==> src/rtl/core/pdfcrc_pkg.sv <==
// Package for the marker-framed packet deframer with CRC-8 check.
// Holds the transaction types, parser phase and result kind codes, and the CRC byte update.
// No dependencies.
package pdfcrc_pkg;

    localparam int unsigned APB_ADDR_W = 3;
    localparam int unsigned APB_DATA_W = 32;

    localparam logic [7:0] MARKER_RESET = 8'd126;
    localparam logic [7:0] POLY_RESET   = 8'h07;

    typedef enum logic [0:0] {
        REG_MARKER = 1'b0,
        REG_POLY   = 1'b1
    } reg_index_t;

    typedef enum logic [1:0] {
        KIND_DATA = 2'd0,
        KIND_END  = 2'd1,
        KIND_BAD  = 2'd2
    } kind_t;

    typedef enum logic [2:0] {
        PH_IDLE = 3'd0,
        PH_HDR1 = 3'd1,
        PH_HDR2 = 3'd2,
        PH_DATA = 3'd3,
        PH_CRC  = 3'd4
    } phase_t;

    typedef struct packed {
        logic [7:0] rx_byte;
        logic       start_of_frame;
    } in_item_t;

    typedef struct packed {
        logic [1:0] kind;
        logic [7:0] data_byte;
        logic [5:0] frame_length;
        logic [4:0] sequence_res;
        logic [4:0] frame_type;
        logic       crc_ok;
        logic       last;
    } out_item_t;

    // MSB-first CRC-8 update over one byte, unrolled into an XOR network.
    function automatic logic [7:0] crc8_byte(input logic [7:0] crc, input logic [7:0] b,
                                             input logic [7:0] poly);
        logic [7:0] v;
        v = crc ^ b;
        for (int i = 0; i < 8; i++) begin
            if (v[7]) begin
                v = {v[6:0], 1'b0} ^ poly;
            end else begin
                v = {v[6:0], 1'b0};
            end
        end
        return v;
    endfunction

endpackage

==> src/rtl/core/pdfcrc_parser.sv <==
// Frame parser: marker check, header unpacking, data pass-through and CRC compare.
// Depends on pdfcrc_pkg for the phase codes, transaction types and the CRC update.
module pdfcrc_parser (
    input  logic                  aclk,
    input  logic                  aresetn,
    input  logic                  item_accept,
    input  pdfcrc_pkg::in_item_t  item,
    input  logic [7:0]            marker_value,
    input  logic [7:0]            crc_poly,
    output logic                  res_valid,
    output pdfcrc_pkg::out_item_t res
);

    pdfcrc_pkg::phase_t phase_reg, phase_next;
    logic [5:0] held_length_reg, held_length_next;
    logic [4:0] held_sequence_reg, held_sequence_next;
    logic [4:0] held_type_reg, held_type_next;
    logic [5:0] bytes_left_reg, bytes_left_next;
    logic [7:0] running_crc_reg, running_crc_next;
    logic [7:0] crc_upd;
    logic [5:0] bytes_dec;
    logic       marker_bad;

    assign crc_upd    = pdfcrc_pkg::crc8_byte(running_crc_reg, item.rx_byte, crc_poly);
    assign bytes_dec  = bytes_left_reg - 6'd1;
    assign marker_bad = item.rx_byte != marker_value;

    always_comb begin
        phase_next         = phase_reg;
        held_length_next   = held_length_reg;
        held_sequence_next = held_sequence_reg;
        held_type_next     = held_type_reg;
        bytes_left_next    = bytes_left_reg;
        running_crc_next   = running_crc_reg;
        if (item.start_of_frame) begin
            if (marker_bad) begin
                phase_next = pdfcrc_pkg::PH_IDLE;
            end else begin
                phase_next       = pdfcrc_pkg::PH_HDR1;
                running_crc_next = 8'd0;
            end
        end else begin
            unique case (phase_reg)
                pdfcrc_pkg::PH_HDR1: begin
                    held_length_next   = item.rx_byte[7:2];
                    held_sequence_next = {item.rx_byte[1:0], 3'b000};
                    running_crc_next   = crc_upd;
                    phase_next         = pdfcrc_pkg::PH_HDR2;
                end
                pdfcrc_pkg::PH_HDR2: begin
                    held_sequence_next = held_sequence_reg | {2'b00, item.rx_byte[7:5]};
                    held_type_next     = item.rx_byte[4:0];
                    running_crc_next   = crc_upd;
                    bytes_left_next    = held_length_reg;
                    phase_next = (held_length_reg == 6'd0) ? pdfcrc_pkg::PH_CRC
                                                           : pdfcrc_pkg::PH_DATA;
                end
                pdfcrc_pkg::PH_DATA: begin
                    running_crc_next = crc_upd;
                    bytes_left_next  = bytes_dec;
                    if (bytes_dec == 6'd0) begin
                        phase_next = pdfcrc_pkg::PH_CRC;
                    end
                end
                pdfcrc_pkg::PH_CRC: begin
                    phase_next = pdfcrc_pkg::PH_IDLE;
                end
                default: begin
                    phase_next = pdfcrc_pkg::PH_IDLE;
                end
            endcase
        end
    end

    always_comb begin
        res_valid = 1'b0;
        res       = '0;
        if (item.start_of_frame) begin
            if (marker_bad) begin
                res_valid = 1'b1;
                res.kind  = pdfcrc_pkg::KIND_BAD;
                res.last  = 1'b1;
            end
        end else begin
            unique case (phase_reg)
                pdfcrc_pkg::PH_DATA: begin
                    res_valid     = 1'b1;
                    res.kind      = pdfcrc_pkg::KIND_DATA;
                    res.data_byte = item.rx_byte;
                end
                pdfcrc_pkg::PH_CRC: begin
                    res_valid        = 1'b1;
                    res.kind         = pdfcrc_pkg::KIND_END;
                    res.frame_length = held_length_reg;
                    res.sequence_res = held_sequence_reg;
                    res.frame_type   = held_type_reg;
                    res.crc_ok       = item.rx_byte == running_crc_reg;
                    res.last         = 1'b1;
                end
                default: begin
                    res_valid = 1'b0;
                end
            endcase
        end
    end

    always_ff @(posedge aclk) begin
        if (!aresetn) begin
            phase_reg         <= pdfcrc_pkg::PH_IDLE;
            held_length_reg   <= '0;
            held_sequence_reg <= '0;
            held_type_reg     <= '0;
            bytes_left_reg    <= '0;
            running_crc_reg   <= '0;
        end else if (item_accept) begin
            phase_reg         <= phase_next;
            held_length_reg   <= held_length_next;
            held_sequence_reg <= held_sequence_next;
            held_type_reg     <= held_type_next;
            bytes_left_reg    <= bytes_left_next;
            running_crc_reg   <= running_crc_next;
        end
    end

endmodule

==> src/rtl/core/packet_deframer_crc8.sv <==
// Top level of the marker-framed packet deframer with CRC-8 check.
// Holds the APB register file and the result register; depends on pdfcrc_pkg and pdfcrc_parser.
//
// The block takes one received byte per clock cycle and delivers each result in the cycle after
// its byte is accepted, from a single result register; a new byte is taken whenever that
// register is empty or is being emptied in the same cycle. The rate is set by the CRC-8 byte
// update, an unrolled XOR network between the parser state and the result register. Marker and
// polynomial registers must be written via APB only while the block is idle; not enforced.
module packet_deframer_crc8 (
    input  logic                                  aclk,
    input  logic                                  aresetn,
    input  logic                                  s_valid,
    output logic                                  s_ready,
    input  pdfcrc_pkg::in_item_t                  s_data,
    output logic                                  m_valid,
    input  logic                                  m_ready,
    output pdfcrc_pkg::out_item_t                 m_data,
    input  logic                                  psel,
    input  logic                                  penable,
    input  logic                                  pwrite,
    input  logic [pdfcrc_pkg::APB_ADDR_W-1:0]     paddr,
    input  logic [pdfcrc_pkg::APB_DATA_W-1:0]     pwdata,
    output logic [pdfcrc_pkg::APB_DATA_W-1:0]     prdata,
    output logic                                  pready
);

    logic [7:0] marker_reg;
    logic [7:0] poly_reg;
    logic       out_valid_reg;
    pdfcrc_pkg::out_item_t out_data_reg;
    logic       s_accept;
    logic       res_valid;
    pdfcrc_pkg::out_item_t res;
    pdfcrc_pkg::reg_index_t reg_sel;
    logic       cfg_write;

    assign pready    = 1'b1;
    assign reg_sel   = pdfcrc_pkg::reg_index_t'(paddr[2]);
    assign cfg_write = psel && penable && pwrite && pready;

    always_comb begin
        unique case (reg_sel)
            pdfcrc_pkg::REG_MARKER: prdata = {24'd0, marker_reg};
            pdfcrc_pkg::REG_POLY:   prdata = {24'd0, poly_reg};
            default:                prdata = '0;
        endcase
    end

    always_ff @(posedge aclk) begin
        if (!aresetn) begin
            marker_reg <= pdfcrc_pkg::MARKER_RESET;
            poly_reg   <= pdfcrc_pkg::POLY_RESET;
        end else if (cfg_write) begin
            if (reg_sel == pdfcrc_pkg::REG_MARKER) begin
                marker_reg <= pwdata[7:0];
            end else begin
                poly_reg <= pwdata[7:0];
            end
        end
    end

    assign s_ready  = !out_valid_reg || m_ready;
    assign s_accept = s_valid && s_ready;

    pdfcrc_parser u_parser (
        .aclk         (aclk),
        .aresetn      (aresetn),
        .item_accept  (s_accept),
        .item         (s_data),
        .marker_value (marker_reg),
        .crc_poly     (poly_reg),
        .res_valid    (res_valid),
        .res          (res)
    );

    always_ff @(posedge aclk) begin
        if (!aresetn) begin
            out_valid_reg <= 1'b0;
        end else if (s_accept) begin
            out_valid_reg <= res_valid;
        end else if (m_ready) begin
            out_valid_reg <= 1'b0;
        end
    end

    always_ff @(posedge aclk) begin
        if (s_accept && res_valid) begin
            out_data_reg <= res;
        end
    end

    assign m_valid = out_valid_reg;
    assign m_data  = out_data_reg;

`ifndef SYNTHESIS
    a_bad_marker: assert property (@(posedge aclk) disable iff (!aresetn)
        s_accept && s_data.start_of_frame && (s_data.rx_byte != marker_reg)
        |=> m_valid && (m_data.kind == pdfcrc_pkg::KIND_BAD) && m_data.last)
        else $error("bad start marker did not produce an error result");

    a_good_marker: assert property (@(posedge aclk) disable iff (!aresetn)
        s_accept && s_data.start_of_frame && (s_data.rx_byte == marker_reg) |=> !m_valid)
        else $error("valid start marker produced a result");

    a_last_kind: assert property (@(posedge aclk) disable iff (!aresetn)
        m_valid |-> (m_data.last == (m_data.kind != pdfcrc_pkg::KIND_DATA)))
        else $error("last flag disagrees with result kind");

    a_header_zero: assert property (@(posedge aclk) disable iff (!aresetn)
        m_valid && (m_data.kind != pdfcrc_pkg::KIND_END)
        |-> (m_data.frame_length == 6'd0) && !m_data.crc_ok)
        else $error("header fields set outside a frame end result");
`endif

endmodule
==> config.mk <==
export PLATFORM = sky130hd
export DESIGN_NAME = packet_deframer_crc8
export DESIGN_NICKNAME = d
export VERILOG_FILES = /design/src/rtl/core/pdfcrc_pkg.sv /design/src/rtl/core/pdfcrc_parser.sv /design/src/rtl/core/packet_deframer_crc8.sv
export SDC_FILE = /design/constraint.sdc
export NUM_CORES = 1
export LEC_CHECK = 0
export BUFFER_PORTS_ARGS = -buffer_cell sky130_fd_sc_hd__buf_2
export CORE_AREA = 3 3 138 140
export CTS_BUF_LIST = sky130_fd_sc_hd__clkbuf_8 sky130_fd_sc_hd__clkbuf_16
export CTS_CLUSTER_DIAMETER = 120
export DETAILED_ROUTE_END_ITERATION = 8
export DIE_AREA = 0 0 141 143
export GPL_TIMING_DRIVEN = 0
export SLEW_MARGIN = 15
export SYNTH_ARGS = -nofsm -noshare
export SYNTH_HDL_FRONTEND = slang
export SYNTH_SLANG_ARGS = --single-unit
export TNS_END_PERCENT = 20
==> constraint.sdc <==
create_clock -name aclk -period 5.4 [get_ports aclk]
set_clock_uncertainty 0.05 [all_clocks]
set_input_delay 1.08 -clock aclk [delete_from_list [all_inputs] [get_ports aclk]]
set_output_delay 1.08 -clock aclk [all_outputs]
set_load 0.05 [all_outputs]
After elaboration in Yosys (flattened, before gate mapping)
Cells that the tools add are included.
Storage, ports and cells
  bits in registers: 78
  word-level logic and storage cells: 92
Operators by class
  eq/ne operators: 8
  reduce and logical (&&, ||, !) cells: 24
  mux-type cells: 29
  add/subtract/negate cells: 1
  bitwise logic cells: 14
Operators with widths (number)
  $mux 8: 11
  $xor 8x8->8: 9
  $pmux 32 s2: 1
  $reduce_and 3->1: 5
  $logic_not 6->1: 2
  $pmux 6 s2: 1
  $pmux 5 s2: 1
  $mux 1: 9
  $mux 3: 3
  $pmux 3 s3: 1
  $eq 8x8->1: 1
  $ne 8x8->1: 1
  $reduce_bool 2->1: 4
  $eq 3x2->1 const B: 2
  $reduce_and 2->1: 3
  $reduce_or 2->1: 3
  $sub 6x1->6 const B: 1
  $or 5x3->5: 1
  $logic_and 1x1->1: 4
  $mux 2: 2
  $not 1->1: 4
  $eq 3x1->1 const B: 1
  $eq 3x3->1 const B: 1
  $ne 3x2->1 const B: 1
  4 further kinds: 4

Logic depth before layout (Yosys ltp)
Gate-level depths: netlist of the first run.
  word-level depth: 19
  mapped depth: 15
  mapped depth without buffers: 11

Cells and area by module
From an unflattened synthesis of the first run, not the netlist that was laid out.
Second synthesis, totals
  cells, all modules: 560
  area total of the unflattened synthesis: 5104.9 um^2
By module, submodules not included
  pdfcrc_parser: cells each 421, sequential area each 660.6 um^2, area an instance 3226.8 um^2, instances 1
  packet_deframer_crc8: cells each 139, sequential area each 1181.1 um^2, area an instance 1878.1 um^2, instances 1

Worst setup path after synthesis of the first run
OpenSTA, ideal clock, no wires.
  kind: input port to flip-flop
  start point: input port s_data[7] (netlist bit)
  end point: register u_parser.running_crc_reg[4]
  slack: 0.874 ns
  required time: 5.233 ns
  stages on the path: 12
  setup time: 0.117 ns
  arrival: 4.359 ns
  path through: buf_2 -> xor2_1 -> a21oi_1 -> o22ai_1 -> a2111oi_1 -> a211oi_2 -> or4b_1 -> o2111ai_1 -> xnor3_1 -> a211o_1 -> a2111o_1 -> a32o_1
Between the ends
  longest elaborated chain between the ends: 17
  elaborated cells on any way between the ends: 21
  those cells by class: 2 x eq/ne; 10 x mux; 8 x bitwise; 1 x reduce/logical
RTL lines
  start: declaration: line packet_deframer_crc8.sv:14  | input pdfcrc_pkg::in_item_t s_data,
  $xor 8x8->8: line pdfcrc_pkg.sv:50  | v = crc ^ b;
  $xor 8x8->8: line pdfcrc_pkg.sv:53  | v = {v[6:0], 1'b0} ^ poly;
  $mux 8 (2 in a row): line pdfcrc_pkg.sv:52  | if (v[7]) begin
  $xor 8x8->8: line pdfcrc_pkg.sv:53
  $mux 8: line pdfcrc_pkg.sv:52
  $mux 8 / $xor 8x8->8 (equally long branches): line pdfcrc_pkg.sv:52, pdfcrc_pkg.sv:53
  $xor 8x8->8 / $mux 8 (equally long branches): line pdfcrc_pkg.sv:53, pdfcrc_pkg.sv:52
  $mux 8 / $xor 8x8->8 (equally long branches): line pdfcrc_pkg.sv:52, pdfcrc_pkg.sv:53
  $xor 8x8->8 / $mux 8 (equally long branches): line pdfcrc_pkg.sv:53, pdfcrc_pkg.sv:52
  $mux 8 / $xor 8x8->8 (equally long branches): line pdfcrc_pkg.sv:52, pdfcrc_pkg.sv:53
  $xor 8x8->8 / $mux 8 (equally long branches): line pdfcrc_pkg.sv:53, pdfcrc_pkg.sv:52
  $mux 8 / $xor 8x8->8 (equally long branches): line pdfcrc_pkg.sv:52, pdfcrc_pkg.sv:53
  $xor 8x8->8 / $mux 8 (equally long branches): line pdfcrc_pkg.sv:53, pdfcrc_pkg.sv:52
  $mux 8: line pdfcrc_pkg.sv:52
  $mux 8: line pdfcrc_parser.sv:43  | unique case (phase_reg)
  $mux 8: line pdfcrc_parser.sv:35  | if (item.start_of_frame) begin
  end signal: assignment: line pdfcrc_parser.sv:121  | running_crc_reg <= running_crc_next;
  end: declaration: line pdfcrc_parser.sv:19  | logic [7:0] running_crc_reg, running_crc_next;
Several ways; a longest one is shown, not always the timed one. The select of a mux whose other input is x is not followed.
A chain may end at the register's enable or synchronous reset.

Worst setup path after layout of the first run
  start point: input port s_data[7] (netlist bit)
  end point: register u_parser.running_crc_reg[2]
Between the ends
  longest elaborated chain between the ends: 17
  elaborated cells on any way between the ends: 21
  those cells by class: 2 x eq/ne; 10 x mux; 8 x bitwise; 1 x reduce/logical
RTL lines (line)
  $xor 8x8->8: pdfcrc_pkg.sv:50
  $xor 8x8->8: pdfcrc_pkg.sv:53
  $mux 8 (2 in a row): pdfcrc_pkg.sv:52
  $xor 8x8->8: pdfcrc_pkg.sv:53
  $mux 8: pdfcrc_pkg.sv:52
  $xor 8x8->8: pdfcrc_pkg.sv:53
  $mux 8: pdfcrc_pkg.sv:52
  $xor 8x8->8: pdfcrc_pkg.sv:53
  $mux 8: pdfcrc_pkg.sv:52
  $mux 8 / $xor 8x8->8 (equally long branches): pdfcrc_pkg.sv:52, pdfcrc_pkg.sv:53
  $xor 8x8->8 / $mux 8 (equally long branches): pdfcrc_pkg.sv:53, pdfcrc_pkg.sv:52
  $mux 8 / $xor 8x8->8 (equally long branches): pdfcrc_pkg.sv:52, pdfcrc_pkg.sv:53
  $xor 8x8->8 / $mux 8 (equally long branches): pdfcrc_pkg.sv:53, pdfcrc_pkg.sv:52
  $mux 8: pdfcrc_pkg.sv:52
  $mux 8: pdfcrc_parser.sv:43
  $mux 8: pdfcrc_parser.sv:35
Several ways; a longest one is shown, not always the timed one. The select of a mux whose other input is x is not followed.

==> summary.md, run 1 <==
| Metric | Value |
|---|---|
| Worst-case register-to-register setup slack | `840 ps` |
| Residual overflow from global routing | `0` |
| Maximum number of pins on one net before global-route repair | `16` |
| Multiplexer fraction of the synthesized cell area | `0.0358` |
| Initial standard-cell utilization of the core | `0.296` |
| Status | `finished, final reports clean` |
| Number of antenna violations at the first check in global routing | `0` |
| Count of final setup violators | `0` |
| Setup CP Type | `in -> reg` |
| Slew Limit Fails | `0` |
| First-pass GRT wire length | `24600 µm` |
| Final Critical Period | `5060 ps` |
| Period utilisation layout | `0.936` |
| RSZ-0062 raised after global routing | `no` |
| Cell row count | `49` |
| Count of vias placed by the detailed router | `5037` |
| Portion of total power attributed to sequential cells | `0.380` |
| Post-CTS setup buffer count | `0` |
| Detail Route Antenna Nets | `0` |
| Fraction of layout instances using a drive strength above 1 | `0.192` |
| Maximum buffer depth of the clock tree | `2` |
| Final core utilization | `0.352` |
| Yosys top cell by area | `sky130_fd_sc_hd__dfxtp_1` |
| Weighted congestion at the end of routability-driven global placement | `0.890` |
| Cell count of the worst reg-to-reg path | `11` |
| Routing usage on met1 | `0.227` |
| Violation count after the first detailed-routing iteration | `349` |
| Internal power | `0.00115 W` |
| Via count of the first global-routing pass | `4513` |
| Met2 track demand over resource | `0.227` |
| Met3 routing resource usage after global routing | `0.0288` |
| Min-Delay Startpoint | `u_parser.held_sequence_reg[0]$_SDFFE_PN0P_` |
| Worst hold path stage count | `2` |
| Min-delay worst type | `reg -> reg` |
| Worst-Skew Late Latency | `330 ps` |
| Clock network power share | `0.387` |
| Timing-limited maximum frequency | `0.198 GHz` |
| Core outline area | `0.0180 mm²` |
| Number of buffer and inverter instances along the worst setup path | `1` |
| Register Area | `0.00184 mm²` |
| Final wirelength | `15900 µm` |
| Worst-path clk slew | `60 ps` |
| Number of buffers inserted for hold repair after clock tree synthesis | `0` |
| Mean instance size in the synthesized netlist | `8.59 µm²` |
| # Max-Cap Violations | `0` |
| Peak supply drop | `0.000205 V` |
| Warning count from the yosys run | `0` |
| Wire per inst | `16.8 µm` |
| Transition time at the pin with the least slew margin | `1030 ps` |
| Post-synthesis compound-gate area fraction | `0.224` |
| Area occupied by multi-input gates | `0.00315 mm²` |
| Most used cell, CP | `sky130_fd_sc_hd__a32o_1` |
| Synthesis-stage register bit count | `78` |
| Synth cell types | `74` |
| X dimension of the die | `141 µm` |
| CTS Sinks | `78` |
| Dominant cell by count in the synthesized netlist | `sky130_fd_sc_hd__nand2_1` |
| Final-layout fill cell count | `1866` |
| Largest stage delay, worst path | `800 ps` |
| Max FFs per register | `28` |
| Largest driver fanout on the critical path | `10` |
| Xor and xnor area share after synthesis | `0.0834` |
| Clock tree from TritonCTS | `built` |
| Primary FF master, synth | `sky130_fd_sc_hd__dfxtp_1` |
| Switching Fraction | `0.306` |
| Post-layout net count | `765` |
| H-tree depth reported by CTS | `3` |
| Switching power summed over all nets | `0.000508 W` |
| Area growth from synthesis to final layout | `19.2%` |
| IO Port Bufs | `58` |
| Top cell types by occurrence after synthesis | `sky130_fd_sc_hd__nand2_1 (67), sky130_fd_sc_hd__dfxtp_1 (50), sky130_fd_sc_hd__nor2_1 (48)` |
| Number of diodes | `0` |
| Combinational group share of total power | `0.233` |
| Setup tns final | `0 ps` |
| Number of enable-type register cells in the synthesized netlist | `28` |
| Sequential share of the synthesized area | `0.347` |
| Critical-path top delay cell | `sky130_fd_sc_hd__nor4_2` |
| Post-synthesis instance area | `0.00531 mm²` |
| Area fraction of the dominant cell type after synthesis | `0.189` |
| Number of clock buffers inserted by TritonCTS | `9` |
| Critical register-to-register path startpoint | `u_parser.running_crc_reg[6]$_SDFFE_PN0P_` |
| Crit-path cells | `buf_2, xor2_1, nand3_1, o2111ai_1, a211oi_1, nor4_1, or2_2, xnor3_1, a32o_1, nor4_2, o311ai_0, a32o_1` |
| Die H | `143 µm` |
| Top Family by Delay on Critical Path | `simple AND/OR/NAND/NOR gates` |
| Main combinational cell family by area after synthesis | `simple AND/OR/NAND/NOR gates` |
| Share of synthesized cell area in and, or, nand and nor gates | `0.225` |
| Worst hold path endpoint | `u_parser.held_sequence_reg[0]$_SDFFE_PN0P_` |
| Reg-to-reg critical path endpoint | `u_parser.running_crc_reg[2]$_SDFFE_PN0P_` |
| DRT Pass-1 Iters | `7` |
| Post-Layout Inst Area | `0.00633 mm²` |
| Synth top area cells | `sky130_fd_sc_hd__dfxtp_1 (19%), sky130_fd_sc_hd__edfxtp_1 (16%), sky130_fd_sc_hd__nand2_1 (4.7%)` |
| Asr flop ratio synth | `0` |
| Area enclosed by the die boundary | `0.0202 mm²` |
| Total placed instance area | `0.00602 mm²` |
| Ratio of total power to cell area | `262 mW/mm²` |
| Number of ports placed on the die boundary | `114` |
| Placement-stage worst setup slack | `130 ps` |
| Startpoint type of the worst setup path | `primary input` |
| Most crowded layer after global routing | `met1` |
| GRT Util Overall | `0.153` |
| Relative max-transition margin | `0.306` |
| Drt drc | `0` |
| LEAKAGE | `2.50 nW` |
| Post-DR vias/cell | `5.32` |
| CP Data Arrival Time | `5230 ps` |
| Number of endpoints with negative hold slack in the final report | `0` |
| HPWL after detailed placement | `11900 µm` |
| Post-route setup slack | `344 ps` |
| Number of instances in the synthesized netlist | `618` |
| Post-cts repair resize count | `0` |
| Type of destination of the critical path | `register` |
| Clock root buffer | `sky130_fd_sc_hd__clkbuf_16` |
| Adder-cell share of the synthesized area | `0.00471` |
| Required time at the endpoint of the critical path | `5580 ps` |
## final cells by class
| cell class | instances | area share |
|---|---|---|
| buffer | 68 | 0.0579 |
| clock buffer | 9 | 0.0356 |
| clock inverter | 7 | 0.0142 |
| inverter | 14 | 0.00830 |
| multi-input combinational | 481 | 0.497 |
| sequential | 78 | 0.291 |
| tap | 229 | 0.0453 |
| timing repair buffer | 60 | 0.0506 |
## kinds of logic after synthesis
group           Yosys count
flops                    78
other cells               2
buf+inv                  82
mux                      18
xor+xnor                 40
fa+ha+maj                 2
simple gates            239
compound gates          157
## worst max-delay path by stage
stage	from	endpoint	slack [ps]	depth (start not counted)
2_1_floorplan	s_data[7]	u_parser.running_crc_reg[4]$_SDFFE_PN0P_	870	12
3_3_place_gp	s_data[6]	m_data[7]$_SDFFCE_PP0P_	-190	6
3_5_place_dp	s_data[7]	u_parser.running_crc_reg[4]$_SDFFE_PN0P_	130	12
4_1_cts	s_data[7]	u_parser.running_crc_reg[4]$_SDFFE_PN0P_	470	12
5_1_grt	s_data[7]	u_parser.running_crc_reg[4]$_SDFFE_PN0P_	130	12
6_report	s_data[7]	u_parser.running_crc_reg[2]$_SDFFE_PN0P_	340	12
## power by group through the flow
stage                     clock network (W)  registers [W]  logic, W
after CTS                          0.000652       0.000631  0.000381
after floorplan                           0       0.000669  0.000268
after global placement                    0       0.000645  0.000374
after global routing               0.000676       0.000632  0.000414
final                              0.000641       0.000631  0.000387
after detailed placement                  0       0.000643  0.000379
## worst min-delay path, delay by kind of cell, from the launching register on
kind               cells  cell delay, ps
AOI/OAI and AO/OA      1              40
DFF                    1             320
and+or+nand+nor        1              70
## layout by cell type, fill, tap and decap left out, types with 6 or more instances in the layout
cell / count
sky130_fd_sc_hd__nor3_1: 21
sky130_fd_sc_hd__inv_1: 14
sky130_fd_sc_hd__nand2_1: 67
sky130_fd_sc_hd__mux2_2: 8
sky130_fd_sc_hd__buf_4: 27
sky130_fd_sc_hd__a32oi_1: 7
sky130_fd_sc_hd__and2_1: 30
sky130_fd_sc_hd__a311oi_1: 6
sky130_fd_sc_hd__dfxtp_1: 50
sky130_fd_sc_hd__buf_2: 66
sky130_fd_sc_hd__clkbuf_16: 9
sky130_fd_sc_hd__a211o_1: 9
sky130_fd_sc_hd__mux2i_1: 10
sky130_fd_sc_hd__nand3_1: 24
sky130_fd_sc_hd__edfxtp_1: 28
sky130_fd_sc_hd__a211oi_1: 10
sky130_fd_sc_hd__o211ai_1: 12
sky130_fd_sc_hd__nor2_1: 48
sky130_fd_sc_hd__clkbuf_1: 32
sky130_fd_sc_hd__a21oi_1: 34
sky130_fd_sc_hd__xor2_1: 13
sky130_fd_sc_hd__nor4_1: 10
sky130_fd_sc_hd__conb_1: 25
sky130_fd_sc_hd__xnor2_1: 19
sky130_fd_sc_hd__o21ai_0: 17
## through the flow
stage                     hold slack (ps)  std cells  total power (W)
after CTS                             415        946          0.00166
after detailed placement              399        930          0.00102
final                                 414        946          0.00166
after global placement                392        928          0.00102
after global routing                  449        946          0.00172
after floorplan                       379        641         0.000937
## routing by layer
metal  wire [µm]  up-vias  part of all wire
met3        1010       22             0.064
met1        7830     2401              0.49
li1            -     2423                 -
met4         243        0             0.015
met5           0        -                 0
met2        6810      191              0.43
(Power assumes the default switching activity.)
==> run 2: changes to the inputs <==
--- a/config.mk
+++ b/config.mk
@@ -5,13 +5,17 @@
 export SDC_FILE = /design/constraint.sdc
 export NUM_CORES = 1
 export LEC_CHECK = 0
+export ABC_AREA = 1
 export BUFFER_PORTS_ARGS = -buffer_cell sky130_fd_sc_hd__buf_2
-export CORE_AREA = 3 3 138 140
+export CELL_PAD_IN_SITES_DETAIL_PLACEMENT = 0
+export CELL_PAD_IN_SITES_GLOBAL_PLACEMENT = 2
+export CORE_AREA = 3 3 133 135
 export CTS_BUF_LIST = sky130_fd_sc_hd__clkbuf_8 sky130_fd_sc_hd__clkbuf_16
 export CTS_CLUSTER_DIAMETER = 120
 export DETAILED_ROUTE_END_ITERATION = 8
-export DIE_AREA = 0 0 141 143
+export DIE_AREA = 0 0 136 138
 export GPL_TIMING_DRIVEN = 0
+export PLACE_DENSITY_LB_ADDON = 0.1
 export SLEW_MARGIN = 15
 export SYNTH_ARGS = -nofsm -noshare
 export SYNTH_HDL_FRONTEND = slang
==> run 2 against run 1 <==
Against the previous run: count of clock-buffer cells in the layout rose by 1; register-to-register slack improved by 1400 ps; worst hold slack worse by 4.2 ps; sequential cell count unchanged; combinational power rose by 27%.
==> summary.md, run 2 <==
| Metric | Value |
|---|---|
| Synthesis-stage register bit count | `78 (unchanged)` |
| Number of endpoints with negative hold slack in the final report | `0 (unchanged)` |
| X dimension of the die | `136 µm (was 141 µm)` |
| Count of final setup violators | `0 (unchanged)` |
| Portion of total power attributed to sequential cells | `0.356 (was 0.380)` |
| Type of destination of the critical path | `register (unchanged)` |
| Synth cell types | `42 (was 74)` |
| Slew Limit Fails | `0 (unchanged)` |
| Post-synthesis instance area | `0.00493 mm² (was 0.00531 mm²)` |
| Leading cell type in the layout, fill and taps excluded | `sky130_fd_sc_hd__nand2_1 (unchanged)` |
| Worst hold path endpoint | `u_parser.held_sequence_reg[2]$_SDFFE_PN0P_ (was u_parser.held_sequence_reg[0]$_SDFFE_PN0P_)` |
| # Max-Cap Violations | `0 (unchanged)` |
| Top Family by Delay on Critical Path | `simple AND/OR/NAND/NOR gates (unchanged)` |
| Dominant cell by count in the synthesized netlist | `sky130_fd_sc_hd__nand2_1 (unchanged)` |
| Setup tns final | `0 ps (unchanged)` |
| Min-Delay Startpoint | `u_parser.held_sequence_reg[2]$_SDFFE_PN0P_ (was u_parser.held_sequence_reg[0]$_SDFFE_PN0P_)` |
| Initial standard-cell utilization of the core | `0.297 (was 0.296)` |
| DRT Pass-1 Iters | `5 (was 7)` |
| Violation count after the first detailed-routing iteration | `282 (was 349)` |
| Synth top area cells | `sky130_fd_sc_hd__dfxtp_1 (20%), sky130_fd_sc_hd__edfxtp_1 (17%), sky130_fd_sc_hd__nand2_1 (11%) (was sky130_fd_sc_hd__dfxtp_1 (19%), sky130_fd_sc_hd__edfxtp_1 (16%), sky130_fd_sc_hd__nand2_1 (4.7%))` |
| LEAKAGE | `2.70 nW (was 2.50 nW)` |
| Area growth from synthesis to final layout | `20.2% (was 19.2%)` |
| Period utilisation layout | `0.696 (was 0.936)` |
| Yosys top cell by area | `sky130_fd_sc_hd__dfxtp_1 (unchanged)` |
| Switching Fraction | `0.337 (was 0.306)` |
| GRT Util Overall | `0.160 (was 0.153)` |
| Most used cell, CP | `sky130_fd_sc_hd__nand2_1 (was sky130_fd_sc_hd__a32o_1)` |
| Number of buffer and inverter instances along the worst setup path | `7 (was 1)` |
| Clock root buffer | `sky130_fd_sc_hd__clkbuf_16 (unchanged)` |
| Number of clock buffers inserted by TritonCTS | `9 (unchanged)` |
| Final Total Pwr | `0.00180 W (was 0.00166 W)` |
| Fraction of layout instances using a drive strength above 1 | `0.197 (was 0.192)` |
| Number of instances in the synthesized netlist | `689 (was 618)` |
| Cell row count | `47 (was 49)` |
| Number of diodes | `0 (unchanged)` |
| Status | `finished, final reports clean (unchanged)` |
| Maximum number of pins on one net before global-route repair | `29 (was 16)` |
| Cell count of the worst reg-to-reg path | `28 (was 11)` |
| Ratio of total power to cell area | `304 mW/mm² (was 262 mW/mm²)` |
| Drt drc | `0 (unchanged)` |
| Residual overflow from global routing | `0 (unchanged)` |
| Peak supply drop | `0.000137 V (was 0.000205 V)` |
| Number of antenna violations at the first check in global routing | `0 (unchanged)` |
| Internal power | `0.00119 W (was 0.00115 W)` |
| Clock tree from TritonCTS | `built (unchanged)` |
| Post-DR vias/cell | `4.41 (was 5.32)` |
| Die H | `138 µm (was 143 µm)` |
| Worst-case register-to-register setup slack | `2250 ps (was 840 ps)` |
| Highest-count cells in the layout ignoring fill and taps | `sky130_fd_sc_hd__nand2_1 (150), sky130_fd_sc_hd__inv_1 (92), sky130_fd_sc_hd__buf_2 (63) (was sky130_fd_sc_hd__nand2_1 (67), sky130_fd_sc_hd__buf_2 (66), sky130_fd_sc_hd__dfxtp_1 (50))` |
| Combinational group share of total power | `0.272 (was 0.233)` |
| Critical register-to-register path startpoint | `u_parser.running_crc_reg[7]$_SDFFE_PN0P_ (was u_parser.running_crc_reg[6]$_SDFFE_PN0P_)` |
| Wire per inst | `14.8 µm (was 16.8 µm)` |
| Final wirelength | `14900 µm (was 15900 µm)` |
| Transition time at the pin with the least slew margin | `980 ps (was 1030 ps)` |
| Post-cts repair resize count | `0 (unchanged)` |
| Worst hold path stage count | `2 (unchanged)` |
| Core outline area | `0.0166 mm² (was 0.0180 mm²)` |
| Sequential share of the synthesized area | `0.374 (was 0.347)` |
| RSZ-0062 raised after global routing | `no (unchanged)` |
| Weighted congestion at the end of routability-driven global placement | `0.817 (was 0.890)` |
| Largest driver fanout on the critical path | `10 (unchanged)` |
| Startpoint type of the worst setup path | `primary input (unchanged)` |
| Top cell types by occurrence after synthesis | `sky130_fd_sc_hd__nand2_1 (150), sky130_fd_sc_hd__inv_1 (92), sky130_fd_sc_hd__nor2_1 (61) (was sky130_fd_sc_hd__nand2_1 (67), sky130_fd_sc_hd__dfxtp_1 (50), sky130_fd_sc_hd__nor2_1 (48))` |
| Number of ports placed on the die boundary | `114 (unchanged)` |
| Final-layout fill cell count | `1860 (was 1866)` |
| H-tree depth reported by CTS | `3 (unchanged)` |
| Largest stage delay, worst path | `190 ps (was 800 ps)` |
| Number of enable-type register cells in the synthesized netlist | `28 (unchanged)` |
| Relative max-transition margin | `0.346 (was 0.306)` |
| First-pass GRT wire length | `23300 µm (was 24600 µm)` |
| CTS Sinks | `78 (unchanged)` |
| Area fraction of the dominant cell type after synthesis | `0.203 (was 0.189)` |
| Register Area | `0.00184 mm² (unchanged)` |
| Final Critical Period | `3760 ps (was 5060 ps)` |
| Area occupied by multi-input gates | `0.00249 mm² (was 0.00315 mm²)` |
| Post-layout net count | `836 (was 765)` |
| Primary FF master, synth | `sky130_fd_sc_hd__dfxtp_1 (unchanged)` |
| Area enclosed by the die boundary | `0.0188 mm² (was 0.0202 mm²)` |
| Warning count from the yosys run | `0 (unchanged)` |
| Via count of the first global-routing pass | `4242 (was 4513)` |
| Worst-Skew Late Latency | `340 ps (was 330 ps)` |
| HPWL after detailed placement | `12000 µm (was 11900 µm)` |
| CP Data Arrival Time | `3910 ps (was 5230 ps)` |
| Mean instance size in the synthesized netlist | `7.15 µm² (was 8.59 µm²)` |
| Timing-limited maximum frequency | `0.266 GHz (was 0.198 GHz)` |
| IO Port Bufs | `60 (was 58)` |
| Reg-to-reg critical path endpoint | `u_parser.running_crc_reg[6]$_SDFFE_PN0P_ (was u_parser.running_crc_reg[2]$_SDFFE_PN0P_)` |
| Number of buffers inserted for hold repair after clock tree synthesis | `0 (unchanged)` |
| Min-delay worst type | `reg -> reg (unchanged)` |
| Maximum buffer depth of the clock tree | `2 (unchanged)` |
| Count of vias placed by the detailed router | `4446 (was 5037)` |
| Asr flop ratio synth | `0 (unchanged)` |
| Detail Route Antenna Nets | `0 (unchanged)` |
| Worst-path clk slew | `60 ps (about the same)` |
| Clock network power share | `0.371 (was 0.387)` |
| Setup CP Type | `in -> reg (unchanged)` |
| Post-CTS setup buffer count | `0 (unchanged)` |
| Required time at the endpoint of the critical path | `5550 ps (was 5580 ps)` |
| Max FFs per register | `28 (unchanged)` |
| Switching power summed over all nets | `0.000608 W (was 0.000508 W)` |
| Critical-path top delay cell | `sky130_fd_sc_hd__buf_2 (was sky130_fd_sc_hd__nor4_2)` |
[run 2: metal layers]
layer / share of wire / vias to the layer above / global-route usage
met5: 0 / - / 0
met4: 0.014 / 0 / 0.0456
met3: 0.038 / 12 / 0.0265
met2: 0.49 / 109 / 0.276
met1: 0.46 / 1986 / 0.205
li1: - / 2339 / -
[run 2: logic make-up after synthesis]
logic type                 count (synthesis)  synth area share
other                                      2           0.00152
DFF                                       78             0.374
and+or+nand+nor                          314             0.298
adders and majority gates                  2           0.00508
AOI/OAI and AO/OA                        112             0.121
xor gates and xnor gates                  33            0.0617
buffers and inverters                    148             0.138
[run 2: cell type report]
type,count,area share
Buffer,46,0.0501
Clock buffer,10,0.0404
Clock inverter,6,0.0158
Inverter,102,0.0651
Multi-Input combinational cell,486,0.420
Sequential cell,78,0.311
Tap cell,220,0.0465
Timing Repair Buffer,60,0.0507
[run 2: power by group through the flow]
stage / combinational (W) / sequential [W] / clock (W)
floorplan: 0.000348 / 0.000690 / 0
global placement: 0.000490 / 0.000655 / 0
detailed placement: 0.000493 / 0.000655 / 0
CTS: 0.000494 / 0.000642 / 0.000683
global route: 0.000546 / 0.000645 / 0.000706
finish: 0.000490 / 0.000642 / 0.000669
[run 2: stage by stage]
| stage | instance area (µm²) | utilization | setup WS, ps | std cells | hold WS, ps |
|---|---|---|---|---|---|
| final | 5920 | 0.357 | 1640 | 1008 | 410 |
| after CTS | 5920 | 0.357 | 1610 | 1008 | 412 |
| after global placement | 5590 | 0.337 | 1310 | 992 | 405 |
| after global routing | 5920 | 0.357 | 1290 | 1008 | 445 |
| after detailed placement | 5590 | 0.337 | 1260 | 992 | 403 |
| after floorplan | 5010 | - | 1720 | 712 | 386 |
[run 2: worst max path at each step]
stage / startpoint / cells after the start / endpoint / slack, ps
2_1_floorplan: paddr[2] / 3 / prdata[5] / 1720
3_3_place_gp: s_data[6] / 29 / u_parser.running_crc_reg[6]$_SDFFE_PN0P_ / 1310
3_5_place_dp: s_data[6] / 28 / u_parser.running_crc_reg[7]$_SDFFE_PN0P_ / 1260
4_1_cts: s_data[6] / 28 / u_parser.running_crc_reg[7]$_SDFFE_PN0P_ / 1610
5_1_grt: s_data[6] / 29 / u_parser.running_crc_reg[2]$_SDFFE_PN0P_ / 1290
6_report: s_data[6] / 29 / u_parser.running_crc_reg[6]$_SDFFE_PN0P_ / 1640
[run 2: tightest hold or removal path, delay by kind of cell (launching register included)]
family / cells / cell delay, ps
flip-flops: 1 / 290
AO/OA/AOI/OAI: 1 / 60
buffers and inverters: 1 / 60
